**src/design/dpram_word_to_double_converter_macros.svh**
```systemverilog
// Assertion macros for the DPRAM word decoder
`ifndef DPRAM_WORD_TO_DOUBLE_CONVERTER_MACROS_SVH
`define DPRAM_WORD_TO_DOUBLE_CONVERTER_MACROS_SVH

// Same-cycle implication, disabled in reset
`define DWDC_ASSERT_NOW(label, ck, rs, ante, cons) \
  label: assert property (@(posedge ck) disable iff (rs) (ante) |-> (cons)) \
    else $error("dwdc check failed");

// Next-cycle implication, disabled in reset
`define DWDC_ASSERT_NEXT(label, ck, rs, ante, cons) \
  label: assert property (@(posedge ck) disable iff (rs) (ante) |=> (cons)) \
    else $error("dwdc check failed");

`endif

```
**src/design/dwdc_pkg.sv**
```systemverilog
// ---------------------------------------------------------------------------
// dwdc_pkg
// Types and constants shared by the DPRAM word decoder.
// ---------------------------------------------------------------------------
package dwdc_pkg;

  typedef enum logic [2:0] {
    FUNC_U16     = 3'd0,
    FUNC_U24     = 3'd1,
    FUNC_S24     = 3'd2,
    FUNC_FLOAT32 = 3'd3,
    FUNC_FIXED48 = 3'd4,
    FUNC_FLOAT48 = 3'd5
  } func_t;

  typedef struct packed {
    logic [2:0]  func;
    logic [31:0] low_word;
    logic [23:0] high_word;
  } dwdc_item_t;

  localparam logic [63:0] SIGN_BIT  = 64'h8000_0000_0000_0000;
  localparam logic [63:0] FRAC_MASK = 64'h000F_FFFF_FFFF_FFFF;
  localparam logic [63:0] EXP_INF   = 64'h7FF0_0000_0000_0000;
  localparam logic signed [13:0] F48_BIAS = 14'sd2082;

endpackage

```
**src/design/dwdc_conv.sv**
```systemverilog
// ---------------------------------------------------------------------------
// dwdc_conv
// Combinational decode of one DPRAM word into a 64-bit integer or double.
// ---------------------------------------------------------------------------
module dwdc_conv
  import dwdc_pkg::*;
(
  input  dwdc_item_t  item,
  output logic [63:0] result_bits
);

  logic        neg;
  logic [47:0] mag;
  logic signed [13:0] e;
  logic [5:0]  top;
  logic signed [13:0] ue;
  logic signed [13:0] sh;
  logic [63:0] packed_dbl;
  logic [63:0] s;
  logic [47:0] raw;
  logic [35:0] m48;
  logic signed [13:0] e48;
  logic [7:0]  ex32;
  logic [22:0] fr32;
  logic [10:0] exp_d;

  assign raw  = {item.high_word, item.low_word[23:0]};
  assign m48  = {item.high_word[11:0], item.low_word[23:0]};
  assign e48  = $signed({2'b00, item.high_word[23:12]}) - F48_BIAS;
  assign ex32 = item.low_word[30:23];
  assign fr32 = item.low_word[22:0];

  // pick the operand of the shared normaliser
  always_comb begin
    neg = 1'b0;
    mag = '0;
    e   = '0;
    case (item.func)
      FUNC_FLOAT32: begin
        neg = item.low_word[31];
        mag = {25'd0, fr32};
        e   = -14'sd149;
      end
      FUNC_FIXED48: begin
        neg = item.high_word[23];
        mag = neg ? (48'd0 - raw) : raw;
      end
      FUNC_FLOAT48: begin
        mag = {12'd0, m48};
        e   = e48;
      end
      default: begin
        neg = 1'b0;
      end
    endcase
  end

  // leading one position
  always_comb begin
    top = '0;
    for (int i = 0; i < 48; i++) begin
      if (mag[i]) top = 6'(i);
    end
  end

  assign s  = neg ? SIGN_BIT : 64'd0;
  assign ue = $signed({8'd0, top}) + e;
  assign sh = e + 14'sd1074;
  assign exp_d = 11'(ue + 14'sd1023);

  always_comb begin
    if (mag == '0) begin
      packed_dbl = s;
    end else if (ue > 14'sd1023) begin
      packed_dbl = s | EXP_INF;
    end else if (ue >= -14'sd1022) begin
      packed_dbl = s | {1'b0, exp_d, 52'd0}
                 | (({16'd0, mag} << (6'd52 - top)) & FRAC_MASK);
    end else if (sh < 14'sd0) begin
      packed_dbl = s;
    end else begin
      packed_dbl = s | ({16'd0, mag} << sh[5:0]);
    end
  end

  always_comb begin
    case (item.func)
      FUNC_U16: result_bits = {48'd0, item.low_word[15:0]};
      FUNC_U24: result_bits = {40'd0, item.low_word[23:0]};
      FUNC_S24: result_bits = {{40{item.low_word[23]}}, item.low_word[23:0]};
      FUNC_FLOAT32: begin
        if (ex32 == 8'hFF) begin
          if (fr32 == '0) result_bits = s | EXP_INF;
          else result_bits = s | EXP_INF | {12'd0, 1'b1, fr32[21:0], 29'd0};
        end else if (ex32 == 8'h00) begin
          result_bits = packed_dbl;
        end else begin
          result_bits = s | {1'b0, 3'd0, ex32, 52'd0} + {1'b0, 11'd896, 52'd0}
                      | {12'd0, fr32, 29'd0};
        end
      end
      FUNC_FIXED48: result_bits = packed_dbl;
      FUNC_FLOAT48: begin
        if (m48 == '0 || e48 < -14'sd1074) result_bits = 64'd0;
        else if (e48 > 14'sd1023) result_bits = EXP_INF;
        else result_bits = packed_dbl;
      end
      default: result_bits = 64'd0;
    endcase
  end

endmodule

```
**src/design/dpram_word_to_double_converter.sv**
```systemverilog
// ---------------------------------------------------------------------------
// dpram_word_to_double_converter
// Decodes DPRAM words into 64-bit integers or IEEE754 doubles.
// ---------------------------------------------------------------------------
//  channel | dir | tdata                         | tuser
//  s_*     | in  | [31:0] low_word [55:32] high  | [2:0] func
//  m_*     | out | [63:0] result_bits            | -
//
//  One word per cycle while m_tready is high; two registers (input register, result register).
//  The decoder sits between the two registers as one pass of logic.
//  rst clears both valid flags; payload registers are not reset.
//  A stall on m_tready holds the result and backs up into s_tready.
module dpram_word_to_double_converter
  import dwdc_pkg::*;
(
  input  logic        clk,
  input  logic        rst,
  input  logic        s_tvalid,
  output logic        s_tready,
  input  logic [63:0] s_tdata,   // [31:0] low_word, [55:32] high_word, rest zero
  input  logic [7:0]  s_tuser,   // [2:0] func, rest zero
  output logic        m_tvalid,
  input  logic        m_tready,
  output logic [63:0] m_tdata    // [63:0] result_bits
);

`include "dpram_word_to_double_converter_macros.svh"

  dwdc_item_t  item;
  logic        item_valid;
  logic        item_ready;
  logic [63:0] conv_bits;
  logic        bad_func;

  assign item_ready = !m_tvalid || m_tready;
  assign s_tready   = !item_valid || item_ready;
  assign bad_func   = item.func > FUNC_FLOAT48;

  always_ff @(posedge clk) begin
    if (rst) begin
      item_valid <= 1'b0;
      m_tvalid   <= 1'b0;
    end else begin
      if (s_tready) item_valid <= s_tvalid;
      if (item_ready) m_tvalid <= item_valid;
    end
  end

  always_ff @(posedge clk) begin
    if (s_tready && s_tvalid) begin
      item.func      <= s_tuser[2:0];
      item.low_word  <= s_tdata[31:0];
      item.high_word <= s_tdata[55:32];
    end
    if (item_ready && item_valid) m_tdata <= conv_bits;
  end

  dwdc_conv u_conv (
    .item        (item),
    .result_bits (conv_bits)
  );

  `DWDC_ASSERT_NOW(a_backpressure, clk, rst, item_valid && m_tvalid && !m_tready, !s_tready)
  `DWDC_ASSERT_NEXT(a_accept_loads, clk, rst, s_tvalid && s_tready, item_valid)
  `DWDC_ASSERT_NEXT(a_bad_func_zero, clk, rst, item_valid && item_ready && bad_func, m_tdata == 64'd0)

endmodule

```
**config.mk**
```make
export PLATFORM = sky130hd
export DESIGN_NAME = dpram_word_to_double_converter
export DESIGN_NICKNAME = d
export VERILOG_FILES = /design/src/design/dwdc_pkg.sv /design/src/design/dwdc_conv.sv /design/src/design/dpram_word_to_double_converter.sv
export VERILOG_INCLUDE_DIRS = /design/src /design/src/design
export SDC_FILE = /design/constraint.sdc
export NUM_CORES = 1
export LEC_CHECK = 0
export ABC_AREA = 0
export ABC_CLOCK_PERIOD_IN_PS = 8300
export BUFFER_PORTS_ARGS = -buffer_cell sky130_fd_sc_hd__buf_2
export CELL_PAD_IN_SITES_DETAIL_PLACEMENT = 1
export CELL_PAD_IN_SITES_GLOBAL_PLACEMENT = 1
export CORE_ASPECT_RATIO = 0.8
export CORE_UTILIZATION = 30
export DETAILED_ROUTE_END_ITERATION = 10
export GPL_TIMING_DRIVEN = 0
export PLACE_DENSITY_LB_ADDON = 0.05
export SYNTH_ARGS = -nofsm -noshare
export SYNTH_HDL_FRONTEND = slang
export SYNTH_HIERARCHICAL = 1
export SYNTH_SLANG_ARGS = --single-unit
```
**constraint.sdc**
```tcl
create_clock -name clk -period 8.3 [get_ports clk]
set_clock_uncertainty 0.2 [all_clocks]
set_input_delay 0.415 -clock clk [delete_from_list [all_inputs] [get_ports clk]]
set_output_delay 0.415 -clock clk [all_outputs]
set_load 0.05 [all_outputs]
```
==> Word level (Yosys, flattened, before mapping) <==
Cells that the tools add are included.
{ "word_totals": {"register_bits": 125, "in_bits": 76, "out_inout_bits": 66} }
{ "classes": {"addsub": 7, "order_cmp": 5, "n_eq_ne": 6, "n_shift": 2, "muxes": 62, "bitwise_logic": 6, "n_reduce_logical": 12} }
{ "ops": {"columns": ["op", "count"], "rows": [
  ["64-bit two-way mux", 10],
  ["64-bit case mux with 6 select lines", 1],
  ["64-bit by 52-bit bitwise OR with 64-bit output", 3],
  ["48-bit case mux with 3 select lines", 1],
  ["64-bit bitwise OR", 2],
  ["6-bit two-way mux", 16],
  ["5-bit two-way mux", 16],
  ["64-bit by 63-bit bitwise OR with 64-bit output", 1],
  ["48-bit by 6-bit << shifter with 64-bit output", 1],
  ["60-bit by 62-bit adder with 63-bit output, second input constant", 1],
  ["48-bit by 6-bit << shifter with 52-bit output", 1],
  ["48-bit logical NOT", 1],
  ["48-bit two-way mux", 1],
  ["1-bit by 48-bit subtractor with 48-bit output, first input constant", 1],
  ["36-bit logical NOT", 1],
  ["4-bit two-way mux", 8],
  ["14-bit by 11-bit > comparator with 1-bit output, second input constant", 2],
  ["14-bit case mux with 2 select lines", 1],
  ["23-bit logical NOT", 1],
  ["14-bit by 12-bit adder with 14-bit output, second input constant", 1],
  ["7-bit by 14-bit adder with 14-bit output", 1],
  ["14-bit by 11-bit greater-or-equal comparator with 1-bit output, second input constant", 1],
  ["14-bit by 1-bit < comparator with 1-bit output, second input constant", 1],
  ["14-bit by 12-bit < comparator with 1-bit output, second input constant", 1],
  ["16 further kinds", 26]
]} }

==> Logic depth before layout (Yosys ltp) <==
{ "logic_depth": {"depth_word": 60, "ltp_mapped": 36, "mapped_depth_nobuf": 29} }

==> By module <==
Netlist, hierarchy kept.
{ "by_module_without_submodules": {"columns": ["module", "instances", "cells_per_inst", "area_each_um2"], "rows": [
  ["dwdc_conv", 1, 1930, 12159.2],
  ["dpram_word_to_double_converter", 1, 133, 3797.4]
]} }

==> Worst setup path after synthesis <==
Ideal clock, no wire load.
{ "synth_path": {"kind": "reg2reg", "start": "register, netlist name item[24]", "end": "register m_tdata[52], data pin", "setup_ns": 0.158, "arrival_time_ns": 7.043, "setup_slack_ns": 0.899, "path_stages_with_launch": 36, "synth_period_minus_slack_ns": 7.401, "cell_sequence": "edfxtp_1 > clkbuf_1 > inv_1 > ha_1 > or3b_1 > buf_6 > nor4_1 > a211oi_1 > a211oi_2 > o21ai_1 > or3_1 > o211a_1 > o41a_2 > a21oi_4 > buf_6 > buf_4 > ha_1 > inv_1 > fa_1 > nor2b_1 > o21ai_0 > a21oi_1 > o21ai_0 > a21o_1 > nor3_1 > xor2_1 > and4_1 > a21oi_1 > or2_2 > clkbuf_1 > nor2_1 > clkbuf_1 > o21ai_0 > a21oi_1 > nor2_1 > o211ai_1"} }
{ "synth_via": {"elab_chain_len": 60} }
{ "synth_lines": {"columns": ["item", "line_no", "source"], "rows": [
  ["1-bit by 48-bit subtractor with 48-bit output", "dwdc_conv.sv:46", "mag = neg ? (48'd0 - raw) : raw;"],
  ["48-bit two-way mux", "dwdc_conv.sv:46", null],
  ["48-bit case mux with 3 select lines", "dwdc_conv.sv:38", "case (item.func)"],
  ["1-bit two-way mux", "dwdc_conv.sv:62", "if (mag[i]) top = 6'(i);"],
  ["2-bit two-way mux (2 in series)", "dwdc_conv.sv:62", null],
  ["3-bit two-way mux (4 in series)", "dwdc_conv.sv:62", null],
  ["4-bit two-way mux (8 in series)", "dwdc_conv.sv:62", null],
  ["5-bit two-way mux (16 in series)", "dwdc_conv.sv:62", null],
  ["[19 not listed]", null, null],
  ["64-bit by 52-bit bitwise OR with 64-bit output", "dwdc_conv.sv:78", "| (({16'd0, mag} << (6'd52 - top)) & FRAC_MASK);"],
  ["64-bit two-way mux", "dwdc_conv.sv:76", "end else if (ue >= -14'sd1022) begin"],
  ["64-bit two-way mux", "dwdc_conv.sv:74", "end else if (ue > 14'sd1023) begin"],
  ["64-bit two-way mux", "dwdc_conv.sv:72", "if (mag == '0) begin"],
  ["64-bit two-way mux (on tied branches)", "dwdc_conv.sv:105, dwdc_conv.sv:95", null],
  ["64-bit two-way mux (on tied branches)", "dwdc_conv.sv:104, dwdc_conv.sv:92", null],
  ["64-bit case mux with 6 select lines (*)", "dwdc_conv.sv:87", "case (item.func)"],
  ["net conv_bits[52]", "dpram_word_to_double_converter.sv:32", "logic [63:0] conv_bits;"],
  ["end signal, assigned", "dpram_word_to_double_converter.sv:55", "if (item_ready && item_valid) m_tdata <= conv_bits;"],
  ["end, declared", "dpram_word_to_double_converter.sv:24", "output logic [63:0] m_tdata"]
]} }
Mark *: on every way through the listed nets, which the timed path passes. The rest lies on a longest branch.
A chain may end at the register's enable or synchronous reset.

==> Worst setup path in the final report <==
{ "layout_path": {"start": "register, netlist name item[24]", "end": "register m_tdata[37], data pin"} }
{ "layout_via": {"elab_chain_len": 59} }
{ "layout_lines": {"columns": ["item", "line_no"], "rows": [
  ["branches (longest 58 deep; another with 1-bit by 48-bit subtractor with 48-bit output)", null],
  ["64-bit case mux with 6 select lines (*)", "dwdc_conv.sv:87"],
  ["net conv_bits[37]", "dpram_word_to_double_converter.sv:32"]
]} }
Mark *: on every way through the listed nets, which the timed path passes.

==> key figures <==
Power and ir drop
  • VDD IR-drop max: 0.1559 mV
  • Leak pwr: 7.404 nW
  • Design Power: 4.335 mW
  • PD cells: 215.5 mW/mm2

Setup path
  • Setup CP Type: flip-flop to flip-flop
  • Critical Path End Type: flip-flop
  • Critical-path maximum fanout: 10
  • Critical path's slowest cell: o41a_4
  • R2R Setup Slk: 0.12 ns
  • Critical path data required time: 8.31 ns
  • Reg2Reg Depth: 27
  • Type of origin of the critical path: flip-flop
  • Crit path largest cell delay: 0.54 ns
  • FF-to-FF End: m_tdata[37]
  • Cell mode on critical path: a21oi_1
  • Crit path DAT: 8.19 ns
  • Crit Reg-Reg Startpoint: item[24]

Synthesis
  • Leading cell types by total area after synthesis: edfxtp_1 (23%), mux2i_1 (6.8%), nand2_1 (5.4%)
  • Yosys reg bits: 125
  • Synth async-reset ratio: 0%
  • Syn Nets: 2154
  • Syn avg cell area: 7.735 um2
  • Number of synthesized flops with an enable pin: 123
  • Unique cell type count in the Yosys netlist: 114
  • Area leader, netlist: edfxtp_1
  • Post-synth top area share: 23.15%
  • Main synth FF type: edfxtp_1
  • Sequential area share after synthesis: 23.40%
  • Post-Synthesis Cells: 2063
  • Mapped cell area: 0.01596 mm2
  • YS warnings: 6

Job
  • Max Cap Violations: 0

Placement
  • Routability cong.: 0.9994
  • Buffers on Ports: 128
  • Post-DP HPWL: 83020 um
  • DP Worst Slack: -2.837 ns
  • Placed Cells: 2886

STA
  • # setup viols final: 0
  • Hold_ws: 0.05753 ns
  • Worst-Margin Slew: 1.405 ns
  • Final Hold Fails: 0
  • Min Tclk post-route: 8.181 ns
  • Fin crit share: 98.57%
  • PnR worst setup slack: 0.1186 ns
  • Max-Slew Margin vs Limit: 6.329%
  • Max-slew violations: 0
  • Fmax: 122.2 MHz

Floorplan
  • Initial Util: 30.42%
  • Total core area: 0.05246 mm2
  • Num rows: 75
  • Die X: 259.9 um
  • Die H: 208.3 um
  • Num ports: 142
  • Die area: 0.05412 mm2

Drt
  • DRC Markers: 0
  • Iter 0 DRT Violations: 2330
  • Via count: 20010
  • Antenna Nets Post-Route: 0
  • Vias per cell: 6.592
  • DR WL/cell: 34.70 um
  • WL final: 105300 um
  • First-pass iteration count of the detailed router: 6

Cells and area
  • Share of post-route cells with drive strength above 1: 22.94%
  • Layout area overhead: 26.09%
  • Non-filler cells, final: 3035
  • Final #Nets: 2419
  • Fill cells: 6349

GRT
  • First-pass GRT wire length: 147700 um
  • GRT overflow: 0
  • Overall global routing resource usage: 38.41%
  • Largest net degree at the start of global routing: 65
  • Vias in the first global route: 19480
  • Initial antenna violation count: 4

Worst hold path
  • WHS Endpoint: m_tvalid
  • Worst hold path type: input port to flip-flop
  • Hold Path Stages: 3
  • Hold Crit Start: m_tready

Clock tree
  • Clock root cell: clkbuf_16
  • Worst skew pair latency: 0.48 ns
  • H-Tree Level Count: 4
  • CTS tree: built
  • Clock tree buffer depth: 2
  • Clock Sinks: 125
  • Clock Pin Slew Worst Setup and Hold Paths: 0.06 ns
  • Clock buffer count from CTS: 17

Status
  • Status: completed
## cell type report
cell class	count	area (um2)	share of cell area (%)
clock inverters	12	162.7	0.8085
multi-input cells	1715	12100	60.16
clock buffers	20	446.7	2.220
diodes	1	2.502	0.01244
inverters	38	142.6	0.7090
repair buffers	265	1837	9.129
plain buffers	166	824.5	4.098
flip-flops and latches	125	3734	18.56
well taps	693	867.1	4.310
## worst max-delay path: cells and delay by family, from the launching register on
kind            cells  cell delay [ns]
buf+inv             8             1.79
simple gates        4             1.15
fa+ha+maj           2             0.58
flops               1             0.50
mux                 1             0.40
compound gates     12             3.25
## worst max path at each step
| stage | startpoint | end | cells past startpoint |
|---|---|---|---|
| 5_1_grt | item[24] | m_tdata[27] | 28 |
| 6_report | item[24] | m_tdata[37] | 27 |
| 3_3_place_gp | item[24] | m_tdata[51] | 32 |
| 2_1_floorplan | item[24] | m_tdata[52] | 35 |
| 3_5_place_dp | item[24] | m_tdata[51] | 32 |
| 4_1_cts | item[24] | m_tdata[22] | 33 |
## state kept, by name, indices dropped and copies added, names as in the netlist
signal,cells
item_valid,1
m_tvalid,1
item,59
m_tdata,64
## layer usage
layer	wire (um)	vias to the layer above	track usage [%]
met3	11420	156	10.86
met1	46870	10310	55.19
li1	-	8448	-
met5	0	-	0
met2	43430	1092	53.71
met4	3577	0	14.20
## Yosys cell counts (16+ instances only)
library cell	number
nand2_1	230
nor2_1	218
a21oi_1	168
o21ai_0	156
clkbuf_1	138
edfxtp_1	123
mux2i_1	108
nand3_1	56
mux2_2	46
o211ai_1	45
nor3_1	41
a211oi_1	39
a31oi_1	36
inv_1	36
xnor2_1	29
buf_2	25
nand4_1	25
nor4_1	23
and3_1	21
a22oi_1	20
o21ai_1	19
and2_1	18
mux4_2	17
nand2b_1	17
o31ai_1	16
or3_1	16
## logic make-up (layout without fill, tap and decap cells)
logic type,count (synthesis),count (layout),share of synthesized area [%]
and+or+nand+nor,748,748,22.94
AOI/OAI and AO/OA,731,731,31.05
buffers and inverters,223,501,5.803
muxes,178,178,13.22
DFF,125,125,23.40
xor gates and xnor gates,43,43,2.360
adders and majority gates,15,15,1.223
other,0,1,0
## metrics by stage
stage | area [um2] | TNS (ns) | utilization (%)
2_1_floorplan | 15960 | 0 | -
3_3_place_gp | 17460 | -127.61 | 33.29
3_5_place_dp | 17500 | -140.14 | 33.37
4_1_cts | 19650 | 0 | 37.46
5_1_grt | 20120 | -0.1051 | 38.35
6_report | 20120 | 0 | 38.35
## cells in the final DEF (no fill, tap or decap), drive strengths merged, types with 15 or more instances in the layout
cell type	count
mux2	50
buf	246
nor3	44
or4	16
mux2i	109
o211ai	46
a211oi	42
or3	16
a21oi	172
nor2	220
xnor2	29
a22oi	21
nand2	230
o22ai	15
a31oi	37
and3	21
dlygate4sd3	61
edfxtp	123
nor4	30
o21a	16
nand3	58
nand4	26
nand2b	17
mux4	19
and2	22
clkbuf	143
o31ai	16
o21ai	177
inv	40
## power breakdown
part	internal [mW]	total (mW)	switching, mW
clock network	0.482	0.807	0.325
logic	0.860	2.75	1.89
registers	0.751	0.783	0.0327
## repair_timing
action,4_1_cts,5_1_grt
gates cloned,0,0
setup buffers,46,27
setup endpoints to repair,64,64
gates resized for setup,133,83
hold endpoints to repair,61,0
pin swaps,19,22
hold buffers,61,0
(Power assumes the default switching activity.)
